<file path="config.mk">
export PLATFORM = sky130hd
export DESIGN_NAME = bakery_ticket_arbiter_unit
export DESIGN_NICKNAME = d
export VERILOG_FILES = /design/src/design/bat_pkg.sv /design/src/design/bat_ticket_store.sv /design/src/design/bakery_ticket_arbiter_unit.sv
export SDC_FILE = /design/constraint.sdc
export NUM_CORES = 1
export LEC_CHECK = 0
export BUFFER_PORTS_ARGS = -buffer_cell sky130_fd_sc_hd__buf_2
export CELL_PAD_IN_SITES_DETAIL_PLACEMENT = 1
export CELL_PAD_IN_SITES_GLOBAL_PLACEMENT = 2
export CORE_MARGIN = 5
export CORE_UTILIZATION = 40
export CTS_CLUSTER_DIAMETER = 150
export DETAILED_ROUTE_END_ITERATION = 8
export GPL_ROUTABILITY_DRIVEN = 0
export HOLD_SLACK_MARGIN = 0.1
export PLACE_DENSITY = 0.8
export SLEW_MARGIN = 20
export SYNTH_ARGS = -nofsm -noshare
export SYNTH_HDL_FRONTEND = slang
export SYNTH_SLANG_ARGS = --single-unit
</file>
<file path="constraint.sdc">
create_clock -name i_clk -period 4.8 [get_ports i_clk]
set_clock_uncertainty 0.2 [all_clocks]
set_input_delay 0.72 -clock i_clk [delete_from_list [all_inputs] [get_ports i_clk]]
set_output_delay 0.72 -clock i_clk [all_outputs]
set_load 0.005 [all_outputs]
</file>
<file path="src/design/bat_pkg.sv">
`default_nettype none

package bat_pkg;

    localparam int MAX_REQUESTERS = 16;
    localparam int TICKET_WIDTH   = 16;

    localparam int IDX_W    = $clog2(MAX_REQUESTERS);
    localparam int CNT_W    = $clog2(MAX_REQUESTERS + 1);
    localparam int REQ_W    = 4;
    localparam int CFG_W    = 5;
    localparam int GIVEN_W  = 16;
    localparam int HOLDER_W = 4;

    localparam int CMP_A = (CNT_W > CFG_W) ? CNT_W : CFG_W;
    localparam int CMP_W = ((CMP_A > REQ_W) ? CMP_A : REQ_W) + 1;

    localparam logic [CFG_W-1:0] ACTIVE_RESET = CFG_W'(16);

    typedef logic [TICKET_WIDTH-1:0] t_ticket;

    localparam t_ticket TICKET_MAX = '1;

    typedef enum logic [1:0] {
        ST_OK       = 2'd0,
        ST_RANGE    = 2'd1,
        ST_STATE    = 2'd2,
        ST_OVERFLOW = 2'd3
    } t_status;

    typedef enum logic [0:0] {
        REQ_ENTER   = 1'b0,
        REQ_RELEASE = 1'b1
    } t_req;

    typedef enum logic [2:0] {
        S_IDLE,
        S_MAX_SCAN,
        S_DECIDE,
        S_MIN_SCAN,
        S_DONE
    } t_state;

    typedef struct packed {
        logic             en;
        logic [IDX_W-1:0] addr;
        t_ticket          data;
    } t_wr_req;

endpackage

`default_nettype wire

</file>
<file path="src/design/bat_ticket_store.sv">
`default_nettype none

module bat_ticket_store (
    input  wire                         i_clk,
    input  wire                         i_rst_n,
    input  bat_pkg::t_wr_req            i_wr,
    input  wire  [bat_pkg::IDX_W-1:0]   i_rd_addr,
    output bat_pkg::t_ticket            o_rd_data
);
    import bat_pkg::*;

    t_ticket                   r_mem [MAX_REQUESTERS];
    logic [MAX_REQUESTERS-1:0] r_valid;
    t_ticket                   r_rd_data;
    logic                      r_rd_valid;

    always_ff @(posedge i_clk) begin
        if (i_wr.en) begin
            r_mem[i_wr.addr] <= i_wr.data;
        end
        r_rd_data <= r_mem[i_rd_addr];
    end

    // entries never written read as zero
    always_ff @(posedge i_clk) begin
        if (!i_rst_n) begin
            r_valid    <= '0;
            r_rd_valid <= 1'b0;
        end else begin
            if (i_wr.en) begin
                r_valid[i_wr.addr] <= 1'b1;
            end
            r_rd_valid <= r_valid[i_rd_addr];
        end
    end

    assign o_rd_data = r_rd_valid ? r_rd_data : '0;

endmodule

`default_nettype wire

</file>
<file path="src/design/bakery_ticket_arbiter_unit.sv">
// after start is taken the block walks the ticket ram for the largest ticket and the caller's
// own, decides and writes, then walks it again for the lowest live ticket (an out-of-range
// index skips the first walk); busy drops in the cycle after the strobe, one item at a time
// results cannot be stalled: each is shown for one cycle under o_strobe
// reset (synchronous, active low) empties every ticket at once and sets the count to 16
`default_nettype none

module bakery_ticket_arbiter_unit (
    input  wire                           i_clk,
    input  wire                           i_rst_n,
    input  wire                           start,
    output logic                          busy,
    input  wire                           i_req_type,
    input  wire  [bat_pkg::REQ_W-1:0]     i_requester,
    input  wire                           i_cfg_valid,
    output logic                          o_cfg_ready,
    input  wire  [bat_pkg::CFG_W-1:0]     i_cfg_data,
    output logic                          o_strobe,
    output bat_pkg::t_status              o_status,
    output logic [bat_pkg::GIVEN_W-1:0]   o_ticket_given,
    output logic                          o_holder_valid,
    output logic [bat_pkg::HOLDER_W-1:0]  o_holder_index
);
    import bat_pkg::*;

    t_state           r_state, n_state;
    logic [CFG_W-1:0] r_active;
    logic [CNT_W-1:0] r_n, n_n;
    t_req             r_req, n_req;
    logic [IDX_W-1:0] r_who, n_who;
    logic [CNT_W-1:0] r_k, n_k;
    logic             r_dv, n_dv;
    logic [IDX_W-1:0] r_dk, n_dk;
    t_ticket          r_max, n_max;
    t_ticket          r_own, n_own;
    t_ticket          r_best, n_best;
    logic [IDX_W-1:0] r_best_idx, n_best_idx;
    logic             r_found, n_found;
    t_status          r_status, n_status;
    t_ticket          r_given, n_given;

    logic             accept;
    logic             in_range;
    logic [CNT_W-1:0] clamp_n;
    logic             issue;
    logic             scan_end;
    t_ticket          rd_data;
    t_wr_req          wr;

    assign accept   = start && !busy;
    assign clamp_n  = (CMP_W'(r_active) > CMP_W'(MAX_REQUESTERS)) ? CNT_W'(MAX_REQUESTERS)
                                                                  : CNT_W'(r_active);
    assign in_range = CMP_W'(i_requester) < CMP_W'(clamp_n);
    assign issue    = r_k < r_n;
    assign scan_end = !issue && !r_dv;

    bat_ticket_store u_store (
        .i_clk     (i_clk),
        .i_rst_n   (i_rst_n),
        .i_wr      (wr),
        .i_rd_addr (r_k[IDX_W-1:0]),
        .o_rd_data (rd_data)
    );

    always_comb begin
        n_state = r_state;
        case (r_state)
            S_IDLE: begin
                if (accept) begin
                    n_state = in_range ? S_MAX_SCAN : S_MIN_SCAN;
                end
            end
            S_MAX_SCAN: begin
                if (scan_end) begin
                    n_state = S_DECIDE;
                end
            end
            S_DECIDE: begin
                n_state = S_MIN_SCAN;
            end
            S_MIN_SCAN: begin
                if (scan_end) begin
                    n_state = S_DONE;
                end
            end
            S_DONE: begin
                n_state = S_IDLE;
            end
            default: begin
                n_state = S_IDLE;
            end
        endcase
    end

    always_comb begin
        n_n        = r_n;
        n_req      = r_req;
        n_who      = r_who;
        n_k        = r_k;
        n_dv       = 1'b0;
        n_dk       = r_k[IDX_W-1:0];
        n_max      = r_max;
        n_own      = r_own;
        n_best     = r_best;
        n_best_idx = r_best_idx;
        n_found    = r_found;
        n_status   = r_status;
        n_given    = r_given;
        wr         = '0;
        case (r_state)
            S_IDLE: begin
                if (accept) begin
                    n_n        = clamp_n;
                    n_req      = t_req'(i_req_type);
                    n_who      = IDX_W'(i_requester);
                    n_k        = '0;
                    n_max      = '0;
                    n_own      = '0;
                    n_best     = '0;
                    n_best_idx = '0;
                    n_found    = 1'b0;
                    n_given    = '0;
                    n_status   = in_range ? ST_OK : ST_RANGE;
                end
            end
            S_MAX_SCAN: begin
                if (issue) begin
                    n_k  = r_k + 1'b1;
                    n_dv = 1'b1;
                end
                if (r_dv) begin
                    if (rd_data > r_max) begin
                        n_max = rd_data;
                    end
                    if (r_dk == r_who) begin
                        n_own = rd_data;
                    end
                end
            end
            S_DECIDE: begin
                // the write lands before the holder walk issues its first read
                n_k = '0;
                if (r_req == REQ_ENTER) begin
                    if (r_own != '0) begin
                        n_status = ST_STATE;
                    end else if (r_max == TICKET_MAX) begin
                        n_status = ST_OVERFLOW;
                    end else begin
                        wr.en   = 1'b1;
                        wr.addr = r_who;
                        wr.data = r_max + 1'b1;
                        n_given = r_max + 1'b1;
                    end
                end else begin
                    if (r_own == '0) begin
                        n_status = ST_STATE;
                    end else begin
                        wr.en   = 1'b1;
                        wr.addr = r_who;
                        wr.data = '0;
                    end
                end
            end
            S_MIN_SCAN: begin
                if (issue) begin
                    n_k  = r_k + 1'b1;
                    n_dv = 1'b1;
                end
                if (r_dv && rd_data != '0 && (!r_found || rd_data < r_best)) begin
                    n_best     = rd_data;
                    n_best_idx = r_dk;
                    n_found    = 1'b1;
                end
            end
            default: begin
            end
        endcase
    end

    always_ff @(posedge i_clk) begin
        if (!i_rst_n) begin
            r_state  <= S_IDLE;
            r_active <= ACTIVE_RESET;
            r_dv     <= 1'b0;
        end else begin
            r_state <= n_state;
            r_dv    <= n_dv;
            if (i_cfg_valid && o_cfg_ready) begin
                r_active <= i_cfg_data;
            end
        end
    end

    always_ff @(posedge i_clk) begin
        r_n        <= n_n;
        r_req      <= n_req;
        r_who      <= n_who;
        r_k        <= n_k;
        r_dk       <= n_dk;
        r_max      <= n_max;
        r_own      <= n_own;
        r_best     <= n_best;
        r_best_idx <= n_best_idx;
        r_found    <= n_found;
        r_status   <= n_status;
        r_given    <= n_given;
    end

    always_comb begin
        busy           = r_state != S_IDLE;
        o_cfg_ready    = r_state == S_IDLE;
        o_strobe       = r_state == S_DONE;
        o_status       = r_status;
        o_ticket_given = GIVEN_W'(r_given);
        o_holder_valid = r_found;
        o_holder_index = HOLDER_W'(r_best_idx);
    end

endmodule

`default_nettype wire

</file>
==> impl_metrics.json, run 1 <==
{
  "max_stage_delay_ps": 810,
  "rsz0062_at_grt": "no",
  "placed_cells": 1493,
  "synth-edff-count": 342,
  "tns_ps": 0,
  "final_area_um2": 18100,
  "grt_usage_pct": 17.4,
  "num-nets-final": 1068,
  "ys.flop_type": "edfxtp_1",
  "r2r_cells": 8,
  "cts.repair.resized": 0,
  "cp_cell_sequence": "nand2_1 > inv_1 > ha_1 > o21ai_0 > a21oi_1 > a211oi_1 > o2111a_1 > a211o_1",
  "drc": 0,
  "ant_nets": 0,
  "finalMaxSlewViolations": 0,
  "start_util_pct": 40.6,
  "antenna_found_initial": 1,
  "htree_levels": 2,
  "start_kind": "register",
  "core_um2": 38900,
  "wl_mm": 37.8,
  "clock_latency_ps": 550,
  "max_cap_viol_count": 0,
  "hold_depth": 1,
  "ys.warnings.count": 0,
  "die_h_um": 209,
  "die_area_um2": 43600,
  "worstPathMaxFanout": 21,
  "async_flop_share_pct": 0,
  "final_cell_mix": "edfxtp_1 (342), mux4_2 (83), nor2_1 (69), nand2_1 (60), inv_1 (58)",
  "crit_type": "reg -> reg",
  "syn2layout_area_growth_pct": 14.4,
  "whs_ps": 177,
  "met2_length_mm": 18.7,
  "fin_crit_ps": 3530,
  "critPathRequiredTime_ps": 4760,
  "slowest_stage": "dfxtp_1",
  "row_count": 72,
  "netlist_area_um2": 15800,
  "min_path_type": "in -> reg",
  "clock.fmax_ghz": 0.284,
  "cts.sinks": 388,
  "clock_path_buffers": 3,
  "dp_hpwl_mm": 25.1,
  "finalSetupViolCount": 0,
  "first_iter_violations": 694,
  "avgSynthCellArea_um2": 16.7,
  "p_per_area_nw_per_um2": 468,
  "port-buffer-count": 39,
  "drt-pass1-iter-count": 5,
  "syn_nets": 996,
  "cts_setup_buffers": 0,
  "hold_violations": 0,
  "syn_inst": 946,
  "fin_cells": 1567,
  "cp-end-kind": "register",
  "via_per_inst": 5.42,
  "grt_pass1_wl_mm": 57.6,
  "wl_met3_mm": 1.70,
  "root_buffer": "clkbuf_16",
  "fill_cells": 3777,
  "worst_pin_slew_ps": 1130,
  "num_io_pins": 40,
  "top_layer": "met4",
  "final_common_cell": "edfxtp_1",
  "drive_gt1_share_pct": 22.2,
  "cts_tree": "done",
  "status": "completed",
  "hold_buffers": 0,
  "n_antenna_cell": 0,
  "slew_headroom_pct": 24.5,
  "yosysUniqueCellTypes": 50,
  "vias": 8489,
  "grt_max_degree": 69,
  "r2r_slack_ps": 1270,
  "postPlaceCellArea_um2": 16800,
  "grt_pass1_vias": 9115,
  "synth_seq_cells": 388,
  "grt_overflow": 0,
  "die_x_um": 209,
  "leakagePower_nw": 5.73,
  "seq_area_frac_synth_pct": 70.8,
  "arrival_ps": 3490,
  "wl_per_cell_um": 24.1,
  "drt-met1-wl_mm": 16.6,
  "final_util_pct": 46.5,
  "path_clk_slew_ps": 60,
  "numCtsBuffers": 41,
  "period_share_pct": 73.4,
  "vdd_drop_max_uv": 480
}
## routing by layer
metal	track usage (%)	vias up
met5	0	-
met4	4.91	0
met3	2.98	60
met2	29.0	201
met1	23.8	4445
li1	-	3783
## layout make-up
| type | count | area, um^2 | share of cell area [%] |
|---|---|---|---|
| sequential | 388 | 11200 | 61.9 |
| multi-input combinational | 459 | 4280 | 23.7 |
| clock inverter | 22 | 213 | 1.18 |
| timing repair buffer | 70 | 440 | 2.43 |
| clock buffer | 52 | 1100 | 6.07 |
| inverter | 58 | 218 | 1.20 |
| tap | 518 | 648 | 3.58 |
## power by group
group | total [mW] | internal (mW) | switching, mW | leakage (nW)
sequential | 4.02 | 3.87 | 0.146 | 3.17
combinational | 1.36 | 0.579 | 0.781 | 1.92
clock | 3.09 | 1.79 | 1.30 | 0.633
## worst max-delay path, delay by kind of cell (launching register included)
| kind | cells | cell delay, ps |
|---|---|---|
| compound gates | 5 | 1450 |
| fa+ha+maj | 1 | 230 |
| buf+inv | 1 | 130 |
| flops | 1 | 810 |
| simple gates | 1 | 320 |
## state kept, by name, summed over array words and instances (netlist names), 5 cells and up
signal	flops
r_k	5
u_store.r_valid	16
r_active	5
o_ticket_given	16
r_own	16
r_max	16
u_store.r_mem	256
u_store.r_rd_data	16
r_n	5
r_best	16
## per-stage QoR
stage          total power [mW]  setup slack, ps
2_1_floorplan              5.04             1460
3_3_place_gp               5.45             1340
3_5_place_dp               5.47             1270
4_1_cts                    8.57             1240
5_1_grt                    8.84             1060
6_report                   8.47             1270
## cells in the mapped netlist, types with 2 or more instances
| library cell | instances | area (um^2) |
|---|---|---|
| edfxtp_1 | 342 | 10300 |
| nor2_1 | 84 | 315 |
| mux4_2 | 83 | 1870 |
| nand2_1 | 60 | 225 |
| inv_1 | 58 | 218 |
| dfxtp_1 | 46 | 921 |
| ha_1 | 36 | 450 |
| clkbuf_1 | 27 | 101 |
| xnor2_1 | 21 | 184 |
| nor3_1 | 20 | 100 |
| o21ai_0 | 20 | 100 |
| a21oi_1 | 14 | 70.1 |
| nand4_1 | 11 | 68.8 |
| buf_2 | 10 | 50.1 |
| nor4_1 | 10 | 62.6 |
| nand2b_1 | 9 | 56.3 |
| nand3_1 | 9 | 45.0 |
| nor2b_1 | 9 | 56.3 |
| and3_1 | 8 | 50.1 |
| o21ai_1 | 8 | 40.0 |
| and2_1 | 7 | 43.8 |
| a211oi_1 | 5 | 37.5 |
| mux2i_1 | 5 | 50.1 |
| and4_1 | 4 | 35.0 |
| nand3b_1 | 4 | 30.0 |
| xor2_1 | 3 | 26.3 |
| a221oi_1 | 2 | 17.5 |
| a41o_1 | 2 | 20.0 |
| buf_6 | 2 | 22.5 |
| mux4_1 | 2 | 52.6 |
| nor3b_1 | 2 | 15.0 |
| o211ai_1 | 2 | 15.0 |
| o21ai_2 | 2 | 17.5 |
| o311ai_0 | 2 | 17.5 |
| or3_1 | 2 | 12.5 |
## worst paths after layout
check,startpoint,end
setup reg to reg,u_store.r_rd_valid,r_best[2]
hold / removal,i_req_type,r_req
setup / recovery,u_store.r_rd_valid,r_best[2]
hold reg to reg,u_store.r_valid[15],u_store.r_valid[15]
## cells by family after synthesis
| family | Yosys count | synth area share, % |
|---|---|---|
| compound gates | 66 | 2.67 |
| xor+xnor | 24 | 1.33 |
| fa+ha+maj | 37 | 2.91 |
| buf+inv | 99 | 2.63 |
| flops | 388 | 70.8 |
| mux | 90 | 12.5 |
| simple gates | 242 | 7.22 |
Power figures use the tool's default switching activity.
==> run 2: changes to the inputs <==
--- a/config.mk
+++ b/config.mk
@@ -14,7 +14,7 @@
 export DETAILED_ROUTE_END_ITERATION = 8
 export GPL_ROUTABILITY_DRIVEN = 0
 export HOLD_SLACK_MARGIN = 0.1
-export PLACE_DENSITY = 0.8
+export PLACE_DENSITY = 0.82
 export SLEW_MARGIN = 20
 export SYNTH_ARGS = -nofsm -noshare
 export SYNTH_HDL_FRONTEND = slang
==> constraint.sdc (replaced) <==
create_clock -name i_clk -period 3.1 [get_ports i_clk]
set_clock_uncertainty 0.2 [all_clocks]
set_input_delay 0.465 -clock i_clk [delete_from_list [all_inputs] [get_ports i_clk]]
set_output_delay 0.465 -clock i_clk [all_outputs]
set_load 0.005 [all_outputs]
==> run 2 against run 1 <==
Sequential cell count unchanged. Sequential power up 54%. Highest routed layer unchanged. Hold slack worse by 49 ps. Largest cell class unchanged. Die area unchanged. Clock-buffer cell count down 1.
==> impl_metrics.json, run 2 (synthesis gave the netlist of run 1 again) <==
{
  "final_common_cell": "edfxtp_1",
  "status": "completed",
  "hp-start": "i_rst_n",
  "worst_slack_ps": 78.6,
  "crit_type": "reg -> reg",
  "start_util_pct": 40.6,
  "dp_hpwl_mm": 25.6,
  "final_util_pct": 47.9,
  "place_ws_ps": 59.6,
  "period_share_pct": 97.5,
  "clock_latency_ps": 550,
  "grt_usage_pct": 17.8,
  "vdd_drop_max_uv": 391,
  "path_clk_slew_ps": 60,
  "grt_overflow": 0,
  "r2r_cells": 9,
  "start_kind": "register",
  "cts_tree": "done",
  "max_cap_viol_count": 0,
  "worst_pin_slew_ps": 970,
  "finalMaxSlewViolations": 0,
  "max_flop_register": "u_store.r_mem",
  "grt_pass1_wl_mm": 59.2,
  "syn2layout_area_growth_pct": 17.8,
  "cts.sinks": 388,
  "root_buffer": "clkbuf_16",
  "drc": 0,
  "tns_ps": 0,
  "r2r_slack_ps": 80,
  "vias": 8719,
  "max_stage_delay_ps": 630,
  "htree_levels": 2,
  "drt-pass1-iter-count": 4,
  "worstPathMaxFanout": 16,
  "arrival_ps": 3110,
  "placed_cells": 1523,
  "clock.fmax_ghz": 0.331,
  "critPathRequiredTime_ps": 3190,
  "p_per_area_nw_per_um2": 716,
  "wl_per_cell_um": 24.3,
  "finalSetupViolCount": 0,
  "core_um2": 38900,
  "first_iter_violations": 623,
  "reg2reg_to": "u_store.r_mem[10][14]",
  "whs_ps": 128,
  "die_h_um": 209,
  "drive_gt1_share_pct": 25.1,
  "largest_reg_flops": 256,
  "numCtsBuffers": 41,
  "die_x_um": 209,
  "cp_cell_sequence": "ha_1 > nand3_1 > nor4_1 > nor3_2 > buf_4 > buf_4 > o211ai_2 > nor2_2 > buf_12",
  "hold_depth": 2,
  "fin_cells": 1608,
  "row_count": 72,
  "grt_pass1_vias": 9369,
  "grt_max_degree": 72,
  "cts_setup_buffers": 0,
  "final_cell_mix": "edfxtp_1 (342), mux4_2 (83), nor2_1 (69), nand2_1 (60), inv_1 (58)",
  "num_io_pins": 40,
  "leakagePower_nw": 5.97,
  "clock_path_buffers": 3,
  "via_per_inst": 5.42,
  "slew_headroom_pct": 35.1,
  "port-buffer-count": 39,
  "num-nets-final": 1108,
  "rsz0062_at_grt": "yes",
  "hold_violations": 0,
  "slowest_stage": "nor4_1",
  "cp-end-kind": "register",
  "min_path_type": "in -> reg",
  "crit_top_cell": "buf_4",
  "fin_crit_ps": 3020,
  "r2r-start": "r_max[1]",
  "antenna_found_initial": 0,
  "wl_mm": 39.1,
  "ant_nets": 0,
  "die_area_um2": 43600,
  "min_to": "r_active[4]"
}
[run 2: worst max path at each step]
stage                             startpoint                     to  slack (ps)
final                               r_max[1]  u_store.r_mem[10][14]          80
after global routing               r_own[10]  u_store.r_mem[10][13]          -6
after CTS                 u_store.r_rd_valid             r_best[10]          40
after detailed placement  u_store.r_rd_valid              r_best[9]          60
after global placement    u_store.r_rd_valid             r_best[11]         120
after floorplan           u_store.r_rd_valid               r_max[0]          90
[run 2: repair_timing]
item	CTS	global route
setup endpoints to repair	0	52
hold buffers	10	0
hold endpoints to repair	10	0
gates resized for setup	0	3
[run 2: layer usage]
metal,vias to the layer above,part of all wire (%),track usage [%]
li1,3873,-,-
met1,4564,43,24.6
met2,232,50,30.0
met3,50,4.3,2.76
met4,0,1.8,4.21
met5,-,0,0
[run 2: final cells by class]
class	count	area, um^2
diodes	1	2.50
clock buffers	51	1100
clock inverters	23	225
fillers	3782	20300
inverters	58	218
multi-input cells	459	4300
flip-flops and latches	388	11200
well taps	518	648
repair buffers	110	941
[run 2: worst max-delay path: cells and delay by family (launching register included)]
kind | cells | cell delay, ps
and+or+nand+nor | 4 | 980
buffers and inverters | 3 | 500
AOI/OAI and AO/OA | 1 | 470
DFF | 1 | 390
adders and majority gates | 1 | 190
[run 2: through the flow]
stage	instance area (um^2)	total power, mW
finish	18600	13.3
global route	18600	13.9
CTS	18600	13.5
detailed placement	17200	8.64
global placement	17200	8.60
floorplan	15800	7.81
[run 2: where the power goes]
part	switching, mW	leakage [nW]	internal (mW)
sequential	0.214	3.17	6.00
clock	2.02	0.642	2.80
combinational	1.28	2.16	1.03
total	3.51	5.97	9.83
